==> config.mk <==
export PLATFORM = sky130hd
export DESIGN_NAME = checksummed_frame_deframer_unit
export DESIGN_NICKNAME = d
export VERILOG_FILES = /design/src/sv/cfdu_pkg.sv /design/src/sv/cfdu_core.sv /design/src/sv/checksummed_frame_deframer_unit.sv
export SDC_FILE = /design/constraint.sdc
export NUM_CORES = 1
export LEC_CHECK = 0
export BUFFER_PORTS_ARGS = -buffer_cell sky130_fd_sc_hd__buf_2
export CAP_MARGIN = 20
export CORE_MARGIN = 2
export CORE_UTILIZATION = 51
export CTS_CLUSTER_DIAMETER = 120
export DETAILED_ROUTE_END_ITERATION = 10
export PLACE_DENSITY = 0.83
export SLEW_MARGIN = 10
export SYNTH_ARGS = -nofsm -noshare
export SYNTH_HDL_FRONTEND = slang
export SYNTH_SLANG_ARGS = --single-unit
==> constraint.sdc <==
create_clock -name i_clk -period 3.5 [get_ports i_clk]
set_clock_uncertainty 0.1 [all_clocks]
set_input_delay 0.7 -clock i_clk [delete_from_list [all_inputs] [get_ports i_clk]]
set_output_delay 0.7 -clock i_clk [all_outputs]
set_load 0.05 [all_outputs]
==> src/sv/cfdu_pkg.sv <==
// Shared types and constants for the checksummed frame deframer.
// Depends on nothing; used by cfdu_core and checksummed_frame_deframer_unit.
`default_nettype none

package cfdu_pkg;

    localparam int unsigned BYTE_W = 8;
    localparam int unsigned KIND_W = 2;
    localparam logic [BYTE_W-1:0] HEADER_RESET = 8'hAA;

    // Which field of the frame is expected next.
    typedef enum logic [2:0] {
        PH_HUNT = 3'd0,
        PH_CMD  = 3'd1,
        PH_LEN  = 3'd2,
        PH_PAY  = 3'd3,
        PH_SUM  = 3'd4
    } t_phase;

    typedef enum logic [KIND_W-1:0] {
        KIND_PAYLOAD = 2'd0,
        KIND_GOOD    = 2'd1,
        KIND_BAD     = 2'd2
    } t_kind;

    typedef struct packed {
        logic [BYTE_W-1:0] payload_index;
        logic [BYTE_W-1:0] payload_byte;
        logic [BYTE_W-1:0] frame_length;
        logic [BYTE_W-1:0] frame_command;
        t_kind             kind;
    } t_result;

endpackage

`default_nettype wire

==> src/sv/cfdu_core.sv <==
// Frame state and the per-beat parse step of the deframer.
// Depends on cfdu_pkg for the phase, kind and result types.
`default_nettype none

module cfdu_core (
    input  wire logic                      i_clk,
    input  wire logic                      i_rst_n,
    input  wire logic                      i_step,
    input  wire logic [cfdu_pkg::BYTE_W-1:0] i_byte,
    input  wire logic [cfdu_pkg::BYTE_W-1:0] i_header,
    output logic                           o_emit,
    output cfdu_pkg::t_result              o_result
);

    cfdu_pkg::t_phase           r_phase, n_phase;
    logic [cfdu_pkg::BYTE_W-1:0] r_cmd, n_cmd;
    logic [cfdu_pkg::BYTE_W-1:0] r_len, n_len;
    logic [cfdu_pkg::BYTE_W-1:0] r_seen, n_seen;
    logic [cfdu_pkg::BYTE_W-1:0] r_sum, n_sum;
    logic [cfdu_pkg::BYTE_W-1:0] w_sum_add;
    logic [cfdu_pkg::BYTE_W-1:0] w_seen_inc;

    assign w_sum_add  = r_sum + i_byte;
    assign w_seen_inc = r_seen + 8'd1;

    always_comb begin
        n_phase  = r_phase;
        n_cmd    = r_cmd;
        n_len    = r_len;
        n_seen   = r_seen;
        n_sum    = r_sum;
        o_emit   = 1'b0;
        o_result.kind          = cfdu_pkg::KIND_PAYLOAD;
        o_result.frame_command = r_cmd;
        o_result.frame_length  = r_len;
        o_result.payload_byte  = '0;
        o_result.payload_index = '0;
        case (r_phase)
            cfdu_pkg::PH_HUNT: begin
                if (i_byte == i_header) begin
                    n_sum   = i_byte;
                    n_phase = cfdu_pkg::PH_CMD;
                end
            end
            cfdu_pkg::PH_CMD: begin
                n_cmd   = i_byte;
                n_sum   = w_sum_add;
                n_phase = cfdu_pkg::PH_LEN;
            end
            cfdu_pkg::PH_LEN: begin
                n_len   = i_byte;
                n_sum   = w_sum_add;
                n_seen  = '0;
                n_phase = (i_byte == '0) ? cfdu_pkg::PH_SUM : cfdu_pkg::PH_PAY;
            end
            cfdu_pkg::PH_PAY: begin
                n_sum  = w_sum_add;
                n_seen = w_seen_inc;
                if (w_seen_inc == r_len) begin
                    n_phase = cfdu_pkg::PH_SUM;
                end
                o_emit = 1'b1;
                o_result.payload_byte  = i_byte;
                o_result.payload_index = r_seen;
            end
            cfdu_pkg::PH_SUM: begin
                o_emit  = 1'b1;
                n_phase = cfdu_pkg::PH_HUNT;
                n_cmd   = '0;
                n_len   = '0;
                n_seen  = '0;
                n_sum   = '0;
                if (i_byte == r_sum) begin
                    o_result.kind = cfdu_pkg::KIND_GOOD;
                end else begin
                    o_result.kind = cfdu_pkg::KIND_BAD;
                    // A failed checksum byte that matches the header opens a new frame.
                    if (i_byte == i_header) begin
                        n_sum   = i_byte;
                        n_phase = cfdu_pkg::PH_CMD;
                    end
                end
            end
            default: begin
                n_phase = cfdu_pkg::PH_HUNT;
                n_cmd   = '0;
                n_len   = '0;
                n_seen  = '0;
                n_sum   = '0;
            end
        endcase
    end

    always_ff @(posedge i_clk) begin
        if (!i_rst_n) begin
            r_phase <= cfdu_pkg::PH_HUNT;
            r_cmd   <= '0;
            r_len   <= '0;
            r_seen  <= '0;
            r_sum   <= '0;
        end else if (i_step) begin
            r_phase <= n_phase;
            r_cmd   <= n_cmd;
            r_len   <= n_len;
            r_seen  <= n_seen;
            r_sum   <= n_sum;
        end
    end

`ifndef SYNTHESIS
    a_hunt_silent: assert property (@(posedge i_clk) disable iff (!i_rst_n)
        r_phase == cfdu_pkg::PH_HUNT |-> !o_emit)
        else $error("cfdu_core: result raised while hunting for a header");

    a_zero_len: assert property (@(posedge i_clk) disable iff (!i_rst_n)
        i_step && r_phase == cfdu_pkg::PH_LEN && i_byte == '0
        |=> r_phase == cfdu_pkg::PH_SUM)
        else $error("cfdu_core: zero length frame did not go to checksum");

    a_end_from_sum: assert property (@(posedge i_clk) disable iff (!i_rst_n)
        o_emit && o_result.kind != cfdu_pkg::KIND_PAYLOAD |-> r_phase == cfdu_pkg::PH_SUM)
        else $error("cfdu_core: end of frame reported outside the checksum phase");
`endif

endmodule

`default_nettype wire

==> src/sv/checksummed_frame_deframer_unit.sv <==
// Top level of the checksummed frame deframer: stream ports, config register,
// input and result registers. Depends on cfdu_pkg and cfdu_core.
`default_nettype none

// The deframer takes one received byte per input beat and searches for the
// header byte (the configuration register, 0xAA after reset). A frame is the
// header, a command byte, a length byte, that many payload bytes and a checksum
// byte equal to the 8-bit wrapping sum of header, command, length and payload.
// Payload bytes are forwarded cut-through as they arrive, tagged with the frame's
// command, length and byte index; the checksum byte yields one end beat that
// says good or bad, and the consumer drops the bytes of a bad frame. Header,
// command and length bytes make no output beat, nor do bytes outside a frame.
// A bad checksum byte that equals the header starts the next frame right away.
// Each byte passes through an input register, combinational parse logic and a
// result register; a byte waits in the input register until the result
// register is free or drains, and its result beat is then offered from the
// result register. One byte is taken every cycle as long as the result register
// is empty or being drained; a stalled consumer holds both registers. The header
// register may be written only while the block is idle.
module checksummed_frame_deframer_unit (
    input  wire logic        i_clk,
    input  wire logic        i_rst_n,
    // Configuration: header byte.
    input  wire logic        i_cfg_we,
    input  wire logic [7:0]  i_cfg_wdata,
    // Received bytes. tdata: [7:0] rx_byte.
    input  wire logic        i_s_tvalid,
    output logic             o_s_tready,
    input  wire logic [7:0]  i_s_tdata,
    // Results. tdata: [7:0] frame_command, [15:8] frame_length,
    // [23:16] payload_byte, [31:24] payload_index. tuser: [1:0] kind.
    output logic             o_m_tvalid,
    input  wire logic        i_m_tready,
    output logic [31:0]      o_m_tdata,
    output logic [1:0]       o_m_tuser
);

    logic [cfdu_pkg::BYTE_W-1:0] r_header;
    logic                        r_in_valid;
    logic [cfdu_pkg::BYTE_W-1:0] r_in_byte;
    logic                        r_out_valid;
    cfdu_pkg::t_result           r_out;
    logic                        w_advance;
    logic                        w_emit;
    cfdu_pkg::t_result           w_result;

    // The held byte moves on when the result register is free or drains now.
    assign w_advance  = r_in_valid && (!r_out_valid || i_m_tready);
    assign o_s_tready = !r_in_valid || w_advance;

    always_ff @(posedge i_clk) begin
        if (!i_rst_n) begin
            r_header <= cfdu_pkg::HEADER_RESET;
        end else if (i_cfg_we) begin
            r_header <= i_cfg_wdata;
        end
    end

    always_ff @(posedge i_clk) begin
        if (!i_rst_n) begin
            r_in_valid <= 1'b0;
        end else if (o_s_tready) begin
            r_in_valid <= i_s_tvalid;
        end
    end

    always_ff @(posedge i_clk) begin
        if (o_s_tready && i_s_tvalid) begin
            r_in_byte <= i_s_tdata;
        end
    end

    cfdu_core u_core (
        .i_clk    (i_clk),
        .i_rst_n  (i_rst_n),
        .i_step   (w_advance),
        .i_byte   (r_in_byte),
        .i_header (r_header),
        .o_emit   (w_emit),
        .o_result (w_result)
    );

    always_ff @(posedge i_clk) begin
        if (!i_rst_n) begin
            r_out_valid <= 1'b0;
        end else if (w_advance) begin
            r_out_valid <= w_emit;
        end else if (i_m_tready) begin
            r_out_valid <= 1'b0;
        end
    end

    always_ff @(posedge i_clk) begin
        if (w_advance && w_emit) begin
            r_out <= w_result;
        end
    end

    assign o_m_tvalid = r_out_valid;
    assign o_m_tdata  = {r_out.payload_index, r_out.payload_byte,
                         r_out.frame_length, r_out.frame_command};
    assign o_m_tuser  = r_out.kind;

`ifndef SYNTHESIS
    a_in_taken: assert property (@(posedge i_clk) disable iff (!i_rst_n)
        i_s_tvalid && o_s_tready |=> r_in_valid)
        else $error("deframer: accepted byte was not captured");

    a_in_held: assert property (@(posedge i_clk) disable iff (!i_rst_n)
        r_in_valid && !w_advance |=> r_in_valid && $stable(r_in_byte))
        else $error("deframer: waiting byte was lost or changed");

    a_end_clean: assert property (@(posedge i_clk) disable iff (!i_rst_n)
        r_out_valid && r_out.kind != cfdu_pkg::KIND_PAYLOAD
        |-> r_out.payload_byte == '0 && r_out.payload_index == '0)
        else $error("deframer: end beat carries payload data");
`endif

endmodule

`default_nettype wire
; ---- Word level (Yosys, flattened, before mapping)
; Index checks and enable logic that the tools add are counted.
[word_totals]
in_bits = 21
ff_bits = 87
output_inout_bits = 36
[op_classes]
n_bitwise = 3
reduce_logical = 20
n_mux = 17
eq_ne = 9
n_addsub = 2
[ops]
columns = operator, count
row1 = case mux 8 bit (2 select lines), 3
row2 = equality test 8 bit, 3
row3 = 2-to-1 mux 8 bit, 3
row4 = case mux 8 bit (3 select lines), 1
row5 = case mux 3 bit (5 select lines), 1
row6 = 2-to-1 mux 3 bit, 4
row7 = OR reduction 3 bit, 3
row8 = adder 8 x 1 -> 8 bit (second input constant), 1
row9 = adder 8 bit, 1
row10 = zero test 8 bit, 1
row11 = AND reduction 2 bit, 4
row12 = equality test 3 x 2 -> 1 bit (second input constant), 2
row13 = 2-to-1 mux 1 bit, 4
row14 = inequality test 2 x 1 -> 1 bit (second input constant), 2
row15 = OR reduction 2 bit, 2
row16 = equality test 3 x 1 -> 1 bit (second input constant), 1
row17 = equality test 3 bit (second input constant), 1
row18 = logical AND 1 bit, 3
row19 = zero test 3 bit, 1
row20 = inverter 1 bit, 3
row21 = AND reduction 3 bit, 1
row22 = zero test 1 bit, 2
row23 = logical OR 1 bit, 2
row24 = 2-to-1 mux 2 bit, 1
row25 = nonzero test 2 bit, 1

; ---- Longest topological paths before layout
; Gate-level depths: netlist of the first run.
[logic_depth]
word_depth = 5
depth_mapped = 8
mapped_depth_nobuf = 8

; ---- Hierarchy
; Synthesis of the first run repeated with hierarchy kept, for this count alone.
[unflattened]
hier_cells = 383
area_unflattened_um2 = 4041.4
[modules_own_cells]
columns = module, area_per_inst_um2, cells_each, seq_area_each_um2, n_inst
row1 = cfdu_core, 2383.5, 302, 700.7, 1
row2 = checksummed_frame_deframer_unit, 1657.8, 81, 1461.4, 1

; ---- Worst setup path after synthesis of the first run
; No wires, ideal clock.
[synth_timing]
path_type = register to register
from = register u_core.r_phase[2]
to = register r_out, in the netlist o_m_tdata[0], enable pin
setup_ps = 437
period_less_slack_ps = 3243
slack_ps = 257
path_buffers = 2
arrival_ps = 2707
path_stages_with_launch = 5
cell_sequence = dfxtp_1 > clkbuf_1 > buf_1 > nand2_1 > a21oi_1
[synth_via]
elab_chain_len = 4
[synth_rtl]
columns = element, line_no
row1 = start: declaration, cfdu_core.sv:15  ; cfdu_pkg::t_phase r_phase, n_phase;
row2 = start signal: assignment, cfdu_core.sv:96  ; r_phase <= cfdu_pkg::PH_HUNT;
row3 = start signal: assignment, cfdu_core.sv:102  ; r_phase <= n_phase;
row4 = equality test 3 x 2 -> 1 bit / equality test 3 bit (equally long branches), cfdu_core.sv:38  ; case (r_phase)
row5 = OR reduction 2 bit (no line) (*), n/a
row6 = 2-to-1 mux 1 bit (*), cfdu_core.sv:38
row7 = logical AND 1 bit (*), checksummed_frame_deframer_unit.sv:94  ; if (w_advance && w_emit) begin
row8 = end signal: assignment, checksummed_frame_deframer_unit.sv:95  ; r_out <= w_result;
row9 = end: declaration, checksummed_frame_deframer_unit.sv:42  ; cfdu_pkg::t_result r_out;
; Mark *: on every way between the ends. The rest lies on a longest branch, timed or not.
; A chain may end at the register's enable or synchronous reset.

; ---- Final worst setup path of the first run
[layout_timing]
from = register r_in_byte[0] in the netlist's numbering
to = register u_core.r_sum[6] in the netlist's numbering
[layout_via]
elab_chain_len = 4
[layout_rtl]
columns = element, line_no
row1 = start: declaration, checksummed_frame_deframer_unit.sv:40  ; logic [cfdu_pkg::BYTE_W-1:0] r_in_byte;
row2 = start signal: assignment, checksummed_frame_deframer_unit.sv:69  ; r_in_byte <= i_s_tdata;
row3 = "parallel branches: the longest is 4 deep, another holds adder 8 bit", n/a
row4 = end signal: assignment, cfdu_core.sv:106  ; r_sum <= n_sum;
row5 = end: declaration, cfdu_core.sv:19  ; logic [cfdu_pkg::BYTE_W-1:0] r_sum, n_sum;
; Several ways; the timed one is not identified.

==> results.json, run 1 <==
{
  "cellLeakagePower_nw": 1.89,
  "vias_per_cell": 5.59,
  "reg2reg_to": "u_core.r_sum[6]",
  "critical_path.startpoint_type": "flip-flop",
  "worst_skew_pair.late_latency_ns": 0.36,
  "largest_net_degree_at_the_start_of_global_routing": 43,
  "synth.cell_area_um2": 4040,
  "fin_tns_setup_ns": 0,
  "detailroute.via_count": 3002,
  "cts_tree": "done",
  "root_buffer": "sky130_fd_sc_hd__clkbuf_8",
  "cts.sink_count": 87,
  "relSlewSlack_pct": 39.1,
  "max_cap_viol": 0,
  "slew_violations": 0,
  "drt_drc_violations_left": 0,
  "chipHeight_um": 93.0,
  "critical_path.reg2reg.startpoint": "r_in_byte[0]",
  "max-clock-path-buffers": 2,
  "route.antenna.remaining_nets": 0,
  "multiInputGateArea_um2": 1790,
  "ff2ff_setup_slack_ns": 0.98,
  "postSynthCellCount": 377,
  "die_area_um2": 8640,
  "synth_largest_area_cell": "sky130_fd_sc_hd__edfxtp_1",
  "netlist.area_leader.share_pct": 31.2,
  "post_cts_buffers": 0,
  "number_of_storage_elements_in_the_synthesis_netlist": 87,
  "path_max_fanout": 8,
  "wire_per_inst_um": 15.7,
  "synth_enable_flop_cells": 42,
  "clkSlewWorstSetupHoldPaths_ns": 0.08,
  "vias_in_the_first_global_route": 2892,
  "grt_pass1_wl_um": 13900,
  "timing.final.crit_share_pct": 72.0,
  "cts_inserted_buffers": 9,
  "hpwlAfterDp_um": 5930,
  "layout-area-overhead-vs-synth_pct": 14.9,
  "worst_hold_path.endpoint": "o_m_tdata[4]",
  "worstHoldPathCells": 0,
  "fin_crit_ns": 2.52,
  "status": "completed",
  "worst_hold_path_startpoint": "u_core.r_cmd[4]",
  "die_width_um": 93.0,
  "final_net_count": 460,
  "primary_ff_master_synth": "sky130_fd_sc_hd__dfxtp_1",
  "io_pins": 57,
  "grt_antenna_before_repair": 0,
  "syn-num-nets": 407,
  "hold_viol_final": 0,
  "drt_pre_antenna_iters": 5,
  "critical_path.endpoint_type": "flip-flop",
  "sequential_fraction_of_the_synthesis_area_pct": 53.6,
  "finalNonFillerCells": 537,
  "async_flop_share_pct": 0,
  "endpoints_failing_setup": 0,
  "max_freq_mhz": 397,
  "critPathKind": "reg2reg",
  "ctsHoldBuffers": 0,
  "port_buffers": 56,
  "coreArea_um2": 7690,
  "syn-mean-instance-area_um2": 10.7,
  "drive_gt1_share_pct": 18.6,
  "worstRegToRegCells": 8,
  "start_util_pct": 52.5,
  "synth_most_common_cell": "sky130_fd_sc_hd__dfxtp_1",
  "worst_ep_arrival_time_ns": 2.67,
  "netlist-cell-type-count": 56,
  "num_rows": 32,
  "cts_max_level": 3,
  "rsz_0062_raised_after_global_routing": "no",
  "timing.critical_path.required_ns": 3.65,
  "final_core_util_pct": 60.3,
  "worst_slew_pin_slew_ns": 0.906,
  "powerDensity_nw_per_um2": 433,
  "gp_congestion": 0.908,
  "sequential_cell_area_um2": 2160,
  "synth.cells.most_frequent": "sky130_fd_sc_hd__dfxtp_1, sky130_fd_sc_hd__edfxtp_1, sky130_fd_sc_hd__nand2_1, sky130_fd_sc_hd__nor2b_1, sky130_fd_sc_hd__and2_1",
  "final.hold.worst_slack_ns": 0.336,
  "synth-warning-count": 0,
  "min-delay-path-class": "reg2reg",
  "drt_first_iter_violations": 297,
  "max-vdd-ir-drop_v": 0.000301,
  "place.detailed.instances": 521,
  "gr_ovfl_total": 0,
  "post_cts_resize_count": 0,
  "num_antenna_cells": 0,
  "post_synth_main_area_contributors": "sky130_fd_sc_hd__edfxtp_1, sky130_fd_sc_hd__dfxtp_1, sky130_fd_sc_hd__nand2_1, sky130_fd_sc_hd__nor2b_1, sky130_fd_sc_hd__and2_1",
  "global_route.usage.total_pct": 20.8,
  "fill_cells": 679,
  "postRouteWirelength_um": 8450
}
## registers in the layout, summed over array words and instances, names as in the netlist
signal / cells
o_m_tdata: 32
o_m_tuser: 2
o_m_tvalid: 1
r_header: 8
r_in_byte: 8
r_in_valid: 1
u_core.r_cmd: 8
u_core.r_len: 8
u_core.r_phase: 3
u_core.r_seen: 8
u_core.r_sum: 8
## per-stage QoR
step / area (um2) / worst slack, ns / total power, W
3_3_place_gp: 4400 / 1.05 / 0.00119
3_5_place_dp: 4400 / 1.00 / 0.00119
2_1_floorplan: 4040 / 0.257 / 0.00116
5_1_grt: 4640 / 0.828 / 0.00206
4_1_cts: 4640 / 0.994 / 0.00201
6_report: 4640 / 0.980 / 0.00201
## cell usage in the layout (no fill, tap or decap), drive strengths merged, types with 2 or more instances in the layout
cell type,n
a2111oi,3
a211oi,3
a21boi,12
a21o,5
a21oi,18
a221o,2
a22oi,9
a2bb2oi,2
and2,21
and4b,2
buf,59
bufinv,3
clkbuf,9
clkinv,2
dfxtp,45
edfxtp,42
ha,8
inv,5
mux2i,9
nand2,37
nand2b,4
nand3,12
nand3b,2
nand4,2
nor2,18
nor2b,21
nor3,8
nor3b,3
nor4,6
o21a,3
o21ai,16
o2bb2ai,4
o311ai,2
xnor2,8
xor2,14
## cell type report
type	instances	share of cell area (%)
clock buffer	9	2.67
timing repair buffer	59	6.53
sequential	87	46.6
multi-input combinational	269	38.5
tap	102	2.75
clock inverter	7	2.56
inverter	4	0.324
## cells by family (layout without fill, tap and decap cells)
| kind of cell | after synthesis | count (layout) | share of synthesized area [%] |
|---|---|---|---|
| buffers and inverters | 21 | 79 | 2.42 |
| AO/OA/AOI/OAI | 89 | 89 | 15.8 |
| adder cells (fa/ha/maj) | 9 | 9 | 2.98 |
| AND/OR/NAND/NOR | 140 | 140 | 18.2 |
| XOR/XNOR | 22 | 22 | 4.77 |
| multiplexers | 9 | 9 | 2.23 |
| flip-flops | 87 | 87 | 53.6 |
## worst max-delay path: stages (launching register included)
cell,delay [ns]
sky130_fd_sc_hd__edfxtp_1,0.54
sky130_fd_sc_hd__ha_1,0.30
sky130_fd_sc_hd__fa_1,0.42
sky130_fd_sc_hd__a211oi_1,0.31
sky130_fd_sc_hd__o21bai_1,0.11
sky130_fd_sc_hd__a21oi_1,0.17
sky130_fd_sc_hd__xor2_1,0.16
sky130_fd_sc_hd__nor2_1,0.05
sky130_fd_sc_hd__a221o_1,0.25
## worst max path at each step
stage	from	end	slack, ns	depth (start not counted)
global route	r_in_byte[0]	u_core.r_sum[6]	0.83	8
global placement	r_in_byte[0]	u_core.r_sum[6]	1.05	8
finish	r_in_byte[0]	u_core.r_sum[6]	0.98	8
CTS	r_in_byte[0]	u_core.r_sum[6]	0.99	8
floorplan	u_core.r_phase[2]	o_m_tdata[0]	0.26	4
detailed placement	r_in_byte[0]	u_core.r_sum[6]	1.00	8
## layer usage
layer / wire (um) / share of wire, % / vias to the layer above / global-route usage (%)
met2: 4000 / 47 / 134 / 32.1
met5: 0 / 0 / - / 0
li1: - / - / 1470 / -
met1: 3630 / 43 / 1376 / 28.0
met3: 536 / 6.3 / 22 / 2.93
met4: 285 / 3.4 / 0 / 12.3
## power by group
part | internal (W) | leakage, nW | switching (W)
Combinational | 0.0000366 | 0.944 | 0.0000400
Clock | 0.000475 | 0.117 | 0.000364
Sequential | 0.00107 | 0.827 | 0.0000213
Total | 0.00158 | 1.89 | 0.000425
Note: power is estimated with default switching activity, not from simulation.
==> run 2: changes to the inputs <==
--- a/config.mk
+++ b/config.mk
@@ -5,13 +5,14 @@
 export SDC_FILE = /design/constraint.sdc
 export NUM_CORES = 1
 export LEC_CHECK = 0
+export ABC_AREA = 1
 export BUFFER_PORTS_ARGS = -buffer_cell sky130_fd_sc_hd__buf_2
 export CAP_MARGIN = 20
 export CORE_MARGIN = 2
-export CORE_UTILIZATION = 51
+export CORE_UTILIZATION = 57
 export CTS_CLUSTER_DIAMETER = 120
 export DETAILED_ROUTE_END_ITERATION = 10
-export PLACE_DENSITY = 0.83
+export PLACE_DENSITY = 0.87
 export SLEW_MARGIN = 10
 export SYNTH_ARGS = -nofsm -noshare
 export SYNTH_HDL_FRONTEND = slang
==> constraint.sdc (replaced) <==
create_clock -name i_clk -period 2.6 [get_ports i_clk]
set_clock_uncertainty 0.1 [all_clocks]
set_input_delay 0.52 -clock i_clk [delete_from_list [all_inputs] [get_ports i_clk]]
set_output_delay 0.52 -clock i_clk [all_outputs]
set_load 0.05 [all_outputs]
==> results.json, run 2 <==
{
  "critPathKind": "reg2reg",
  "syn-mean-instance-area_um2": 8.84,
  "status": "completed",
  "wire_per_inst_um": 13.5,
  "p_int_w": 0.00213,
  "cts.sink_count": 87,
  "power_frac_clock_pct": 40.7,
  "postSynthCellCount": 456,
  "drive_gt1_share_pct": 21.0,
  "num_antenna_cells": 0,
  "seq_power_share_pct": 54.4,
  "critical_path.endpoint_type": "flip-flop",
  "global_route.usage.total_pct": 22.8,
  "sequential_fraction_of_the_synthesis_area_pct": 53.6,
  "fin_crit_ns": 2.23,
  "start_util_pct": 59.0,
  "rsz_0062_raised_after_global_routing": "no",
  "ctsHoldBuffers": 0,
  "placement.cell_area_um2": 4450,
  "layout.cells.most_common": "sky130_fd_sc_hd__nand2_1",
  "die_width_um": 88.1,
  "worst_slew_pin_slew_ns": 0.678,
  "largest_register_ff_count": 32,
  "drt_drc_violations_left": 0,
  "max-clock-path-buffers": 2,
  "vias_in_the_first_global_route": 3037,
  "die_area_um2": 7760,
  "path_max_fanout": 7,
  "async_flop_share_pct": 0,
  "route.antenna.remaining_nets": 0,
  "final_net_count": 550,
  "power.net_switching_w": 0.000567,
  "cp_cell_sequence": "ha_1 > nand3_1 > nand2_1 > nand2_1 > nor2_1 > nor2_1 > o21ai_0 > o21ai_0 > nand2_1 > a21oi_1",
  "combPwrFrac_pct": 4.9,
  "netlist-cell-type-count": 38,
  "number_of_storage_elements_in_the_synthesis_netlist": 87,
  "num_rows": 30,
  "post_cts_buffers": 0,
  "timing.final.crit_share_pct": 85.9,
  "primary_ff_master_synth": "sky130_fd_sc_hd__dfxtp_1",
  "final_cell_mix": "sky130_fd_sc_hd__nand2_1, sky130_fd_sc_hd__buf_2, sky130_fd_sc_hd__nor2_1",
  "slew_violations": 0,
  "gp_congestion": 0.911,
  "drt_pre_antenna_iters": 5,
  "detailroute.via_count": 3310,
  "worst_path_largest_cell_delay_ns": 0.52,
  "port_buffers": 56,
  "critical_path.startpoint_type": "flip-flop",
  "drt_first_iter_violations": 393,
  "worst_path_most_repeated_cell": "sky130_fd_sc_hd__nand2_1",
  "synth_largest_area_cell": "sky130_fd_sc_hd__edfxtp_1",
  "max_freq_mhz": 448,
  "chipHeight_um": 88.1,
  "post_synth_main_area_contributors": "sky130_fd_sc_hd__edfxtp_1, sky130_fd_sc_hd__dfxtp_1, sky130_fd_sc_hd__nand2_1, sky130_fd_sc_hd__nand3_1, sky130_fd_sc_hd__nor2_1",
  "min-delay-path-class": "in2reg",
  "synth.cells.most_frequent": "sky130_fd_sc_hd__nand2_1, sky130_fd_sc_hd__nor2_1, sky130_fd_sc_hd__dfxtp_1, sky130_fd_sc_hd__inv_1, sky130_fd_sc_hd__edfxtp_1",
  "vias_per_cell": 5.33,
  "max-vdd-ir-drop_v": 0.000301,
  "fin_tns_setup_ns": 0,
  "post_cts_resize_count": 0,
  "coreArea_um2": 6830,
  "clkSlewWorstSetupHoldPaths_ns": 0.08,
  "gr_ovfl_total": 0,
  "synth_enable_flop_cells": 42,
  "worst_skew_pair.late_latency_ns": 0.35,
  "finalInstanceArea_um2": 4680,
  "timing.critical_path.required_ns": 2.71,
  "worst_ep_arrival_time_ns": 2.34,
  "synth-warning-count": 0,
  "root_buffer": "sky130_fd_sc_hd__clkbuf_8",
  "netlist.area_leader.share_pct": 31.3,
  "cts_max_level": 3,
  "relSlewSlack_pct": 54.8,
  "timing.critical_path.slowest_stage_cell": "sky130_fd_sc_hd__edfxtp_1",
  "syn-num-nets": 486,
  "switching_power_as_a_share_of_total_power_pct": 21.0,
  "cts_tree": "done",
  "grt_antenna_before_repair": 0,
  "layout-area-overhead-vs-synth_pct": 16.2,
  "synth.cell_area_um2": 4030,
  "largest_net_degree_at_the_start_of_global_routing": 38,
  "endpoints_failing_setup": 0,
  "postRouteWirelength_um": 8400,
  "grt_pass1_wl_um": 13500,
  "cts_inserted_buffers": 9,
  "io_pins": 57,
  "powerDensity_nw_per_um2": 576,
  "synth_most_common_cell": "sky130_fd_sc_hd__nand2_1",
  "cellLeakagePower_nw": 1.81,
  "max_cap_viol": 0,
  "hold_viol_final": 0,
  "hpwlAfterDp_um": 5900
}
[run 2: cell count changes after synthesis, sizes merged, moves of 7 or more]
cell    change
nand2      +79
inv        +45
nor2       +41
nand3      +33
nor2b      -21
and2       -20
a21oi      +19
a21boi     -12
mux2i       -9
xor2        -8
clkbuf      -7
nor3        -7
[run 2: layer usage]
metal	share of wire [%]	GRT usage, %	wire (um)	up-vias
met5	0	0	0	-
met4	3.0	12.5	253	0
met3	6.3	3.49	526	27
met2	49	37.4	4100	148
met1	42	28.9	3520	1501
li1	-	-	-	1634
[run 2: final cells by class]
cell class,instances,area [um2]
fillers,544,2150
flip-flops and latches,87,2160
clock buffers,10,128
repair buffers,62,338
multi-input cells,311,1640
clock inverters,6,109
inverters,49,186
well taps,96,120
[run 2: cells by family (layout without fill, tap and decap cells)]
| group | after synthesis | in the layout | share of synthesized area, % |
|---|---|---|---|
| AOI/OAI and AO/OA | 60 | 60 | 8.57 |
| xor gates and xnor gates | 12 | 12 | 2.61 |
| adders and majority gates | 9 | 9 | 2.98 |
| buffers and inverters | 58 | 127 | 5.90 |
| DFF | 87 | 87 | 53.6 |
| and+or+nand+nor | 230 | 230 | 26.3 |
[run 2: final timing paths]
| check | end | slack, ns | cells past startpoint | startpoint |
|---|---|---|---|---|
| max | u_core.r_sum[5] | 0.37 | 10 | r_in_byte[2] |
| min | r_in_byte[7] | 0.24 | 1 | i_s_tdata[7] |
| max reg2reg | u_core.r_sum[5] | 0.37 | 10 | r_in_byte[2] |
| min reg2reg | o_m_tdata[4] | 0.34 | 0 | u_core.r_cmd[4] |
[run 2: power groups by stage]
stage                     Clock, W  Combinational [W]  Sequential (W)
after floorplan                  0          0.0000867         0.00149
after global placement           0           0.000127         0.00150
after detailed placement         0           0.000130         0.00150
after CTS                  0.00111           0.000132         0.00147
after global routing       0.00117           0.000149         0.00147
final                      0.00110           0.000134         0.00147
[run 2: critical path: cells and delay by family, from the launching register on]
kind	cells	cell delay, ns
simple gates	6	0.65
fa+ha+maj	1	0.44
compound gates	3	0.38
flops	1	0.52
[run 2: metrics by stage]
stage	util, %	cells	hold WS, ns	setup WS [ns]	power (W)
after floorplan	-	456	0.309	0.126	0.00158
after global placement	65.1	605	0.317	0.489	0.00163
after detailed placement	65.1	605	0.320	0.461	0.00163
after CTS	68.6	621	0.230	0.434	0.00271
after global routing	68.6	621	0.227	0.220	0.00279
final	68.6	621	0.239	0.367	0.00270
==> run 3: changes to the inputs <==
--- a/config.mk
+++ b/config.mk
@@ -9,10 +9,9 @@
 export BUFFER_PORTS_ARGS = -buffer_cell sky130_fd_sc_hd__buf_2
 export CAP_MARGIN = 20
 export CORE_MARGIN = 2
-export CORE_UTILIZATION = 57
-export CTS_CLUSTER_DIAMETER = 120
+export CORE_UTILIZATION = 41
 export DETAILED_ROUTE_END_ITERATION = 10
-export PLACE_DENSITY = 0.87
+export PLACE_DENSITY = 0.68
 export SLEW_MARGIN = 10
 export SYNTH_ARGS = -nofsm -noshare
 export SYNTH_HDL_FRONTEND = slang
==> results.json, run 3 (synthesis gave the netlist of run 2 again) <==
{
  "status": "completed",
  "gp_congestion": 0.854,
  "timing.critical_path.slowest_stage_cell": "sky130_fd_sc_hd__edfxtp_1",
  "ctsHoldBuffers": 0,
  "wire_per_inst_um": 13.2,
  "rsz_0062_raised_after_global_routing": "no",
  "clkSlewWorstSetupHoldPaths_ns": 0.08,
  "worst_slew_pin_slew_ns": 0.723,
  "hpwlAfterDp_um": 6190,
  "gr_ovfl_total": 0,
  "coreArea_um2": 9640,
  "fin_crit_ns": 2.17,
  "largest_net_degree_at_the_start_of_global_routing": 38,
  "drt_first_iter_violations": 170,
  "timing.final.crit_share_pct": 83.4,
  "worst_hold_path_startpoint": "i_s_tdata[0]",
  "post_cts_resize_count": 0,
  "cts_inserted_buffers": 9,
  "io_pins": 57,
  "worst_ep_arrival_time_ns": 2.36,
  "path_max_fanout": 8,
  "vias_in_the_first_global_route": 2873,
  "num_antenna_cells": 0,
  "worst_path_largest_cell_delay_ns": 0.54,
  "chipHeight_um": 103,
  "max-vdd-ir-drop_v": 0.000203,
  "post_cts_buffers": 0,
  "largest_register_ff_count": 32,
  "worstHoldPathCells": 1,
  "powerDensity_nw_per_um2": 546,
  "route.antenna.remaining_nets": 0,
  "relSlewSlack_pct": 51.7,
  "max_freq_mhz": 461,
  "cts.sink_count": 87,
  "critPathKind": "reg2reg",
  "layout-area-overhead-vs-synth_pct": 16.0,
  "hold_viol_final": 0,
  "cellLeakagePower_nw": 1.78,
  "fill_cells": 926,
  "global_route.usage.total_pct": 16.9,
  "cp_cell_sequence": "ha_1 > inv_1 > nand3_1 > nor2_1 > a21oi_1 > nand2_2 > nand2_4 > nand2_1 > o21ai_0 > nand2_1 > a21oi_1",
  "critical_path.endpoint_type": "flip-flop",
  "critical_path.startpoint_type": "flip-flop",
  "timing.critical_path.required_ns": 2.79,
  "start_util_pct": 41.8,
  "die_area_um2": 10600,
  "worst_skew_pair.late_latency_ns": 0.36,
  "drt_drc_violations_left": 0,
  "fin_tns_setup_ns": 0,
  "max-clock-path-buffers": 2,
  "final_net_count": 549,
  "reg2reg_to": "u_core.r_sum[4]",
  "root_buffer": "sky130_fd_sc_hd__clkbuf_8",
  "postRouteWirelength_um": 8650,
  "endpoints_failing_setup": 0,
  "layout.cells.most_common": "sky130_fd_sc_hd__nand2_1",
  "num_rows": 36,
  "grt_pass1_wl_um": 13700,
  "placement.cell_area_um2": 4470,
  "ff2ff_setup_slack_ns": 0.43,
  "port_buffers": 56,
  "drt_pre_antenna_iters": 4,
  "grt_antenna_before_repair": 0,
  "cts_tree": "done",
  "cts_max_level": 3,
  "worst_hold_path.endpoint": "r_in_byte[0]",
  "finalInstanceArea_um2": 4670,
  "detailroute.via_count": 3221,
  "max_cap_viol": 0,
  "final_cell_mix": "sky130_fd_sc_hd__nand2_1, sky130_fd_sc_hd__buf_2, sky130_fd_sc_hd__nor2_1",
  "die_width_um": 103,
  "critical_path.reg2reg.startpoint": "r_in_byte[5]",
  "drive_gt1_share_pct": 20.6,
  "slew_violations": 0,
  "min-delay-path-class": "in2reg",
  "vias_per_cell": 4.90,
  "worstRegToRegCells": 11
}
## run 3: worst max path at each step
stage / to / cells past startpoint / slack [ns] / startpoint
after global placement: u_core.r_sum[3] / 11 / 0.48 / r_in_byte[5]
after floorplan: o_m_tdata[0] / 7 / 0.13 / u_core.r_phase[1]
final: u_core.r_sum[4] / 11 / 0.43 / r_in_byte[5]
after detailed placement: u_core.r_sum[4] / 11 / 0.45 / r_in_byte[2]
after global routing: u_core.r_sum[4] / 11 / 0.23 / r_in_byte[2]
after CTS: u_core.r_sum[5] / 11 / 0.44 / r_in_byte[2]
## run 3: through the flow
step / cells / hold slack (ns) / utilization [%] / power [W] / setup slack (ns)
finish: 657 / 0.231 / 48.5 / 0.00255 / 0.432
global route: 657 / 0.212 / 48.5 / 0.00265 / 0.232
CTS: 657 / 0.213 / 48.5 / 0.00257 / 0.437
detailed placement: 641 / 0.316 / 46.4 / 0.00163 / 0.452
global placement: 641 / 0.322 / 46.4 / 0.00162 / 0.477
floorplan: 456 / 0.309 / - / 0.00158 / 0.126
## run 3: final cells by class
cell class | instances | area (um2) | share of cell area, %
Sequential cell | 87 | 2160 | 46.3
Multi-Input combinational cell | 311 | 1640 | 35.1
Timing Repair Buffer | 61 | 318 | 6.80
Inverter | 49 | 186 | 3.99
Tap cell | 133 | 166 | 3.56
Clock buffer | 12 | 145 | 3.10
Clock inverter | 4 | 55.1 | 1.18
## run 3: report_power, final
part,internal [W],switching [W],total [W]
registers,0.00144,0.0000277,0.00147
clock network,0.000476,0.000481,0.000958
logic,0.0000480,0.0000748,0.000123
total,0.00197,0.000584,0.00255
## run 3: worst max-delay path, delay by kind of cell (launching register included)
| family | cells | cell delay, ns |
|---|---|---|
| buffers and inverters | 1 | 0.07 |
| AOI/OAI and AO/OA | 3 | 0.42 |
| adders and majority gates | 1 | 0.45 |
| DFF | 1 | 0.54 |
| and+or+nand+nor | 6 | 0.52 |
## run 3: per-layer routing
layer  global-route usage, %  wire (um)  up-vias
met5                       0          0        -
met4                    6.78        184        0
met3                    4.20        385       15
met2                    27.4       4110       76
met1                    21.7       3970     1499
li1                        -          -     1631
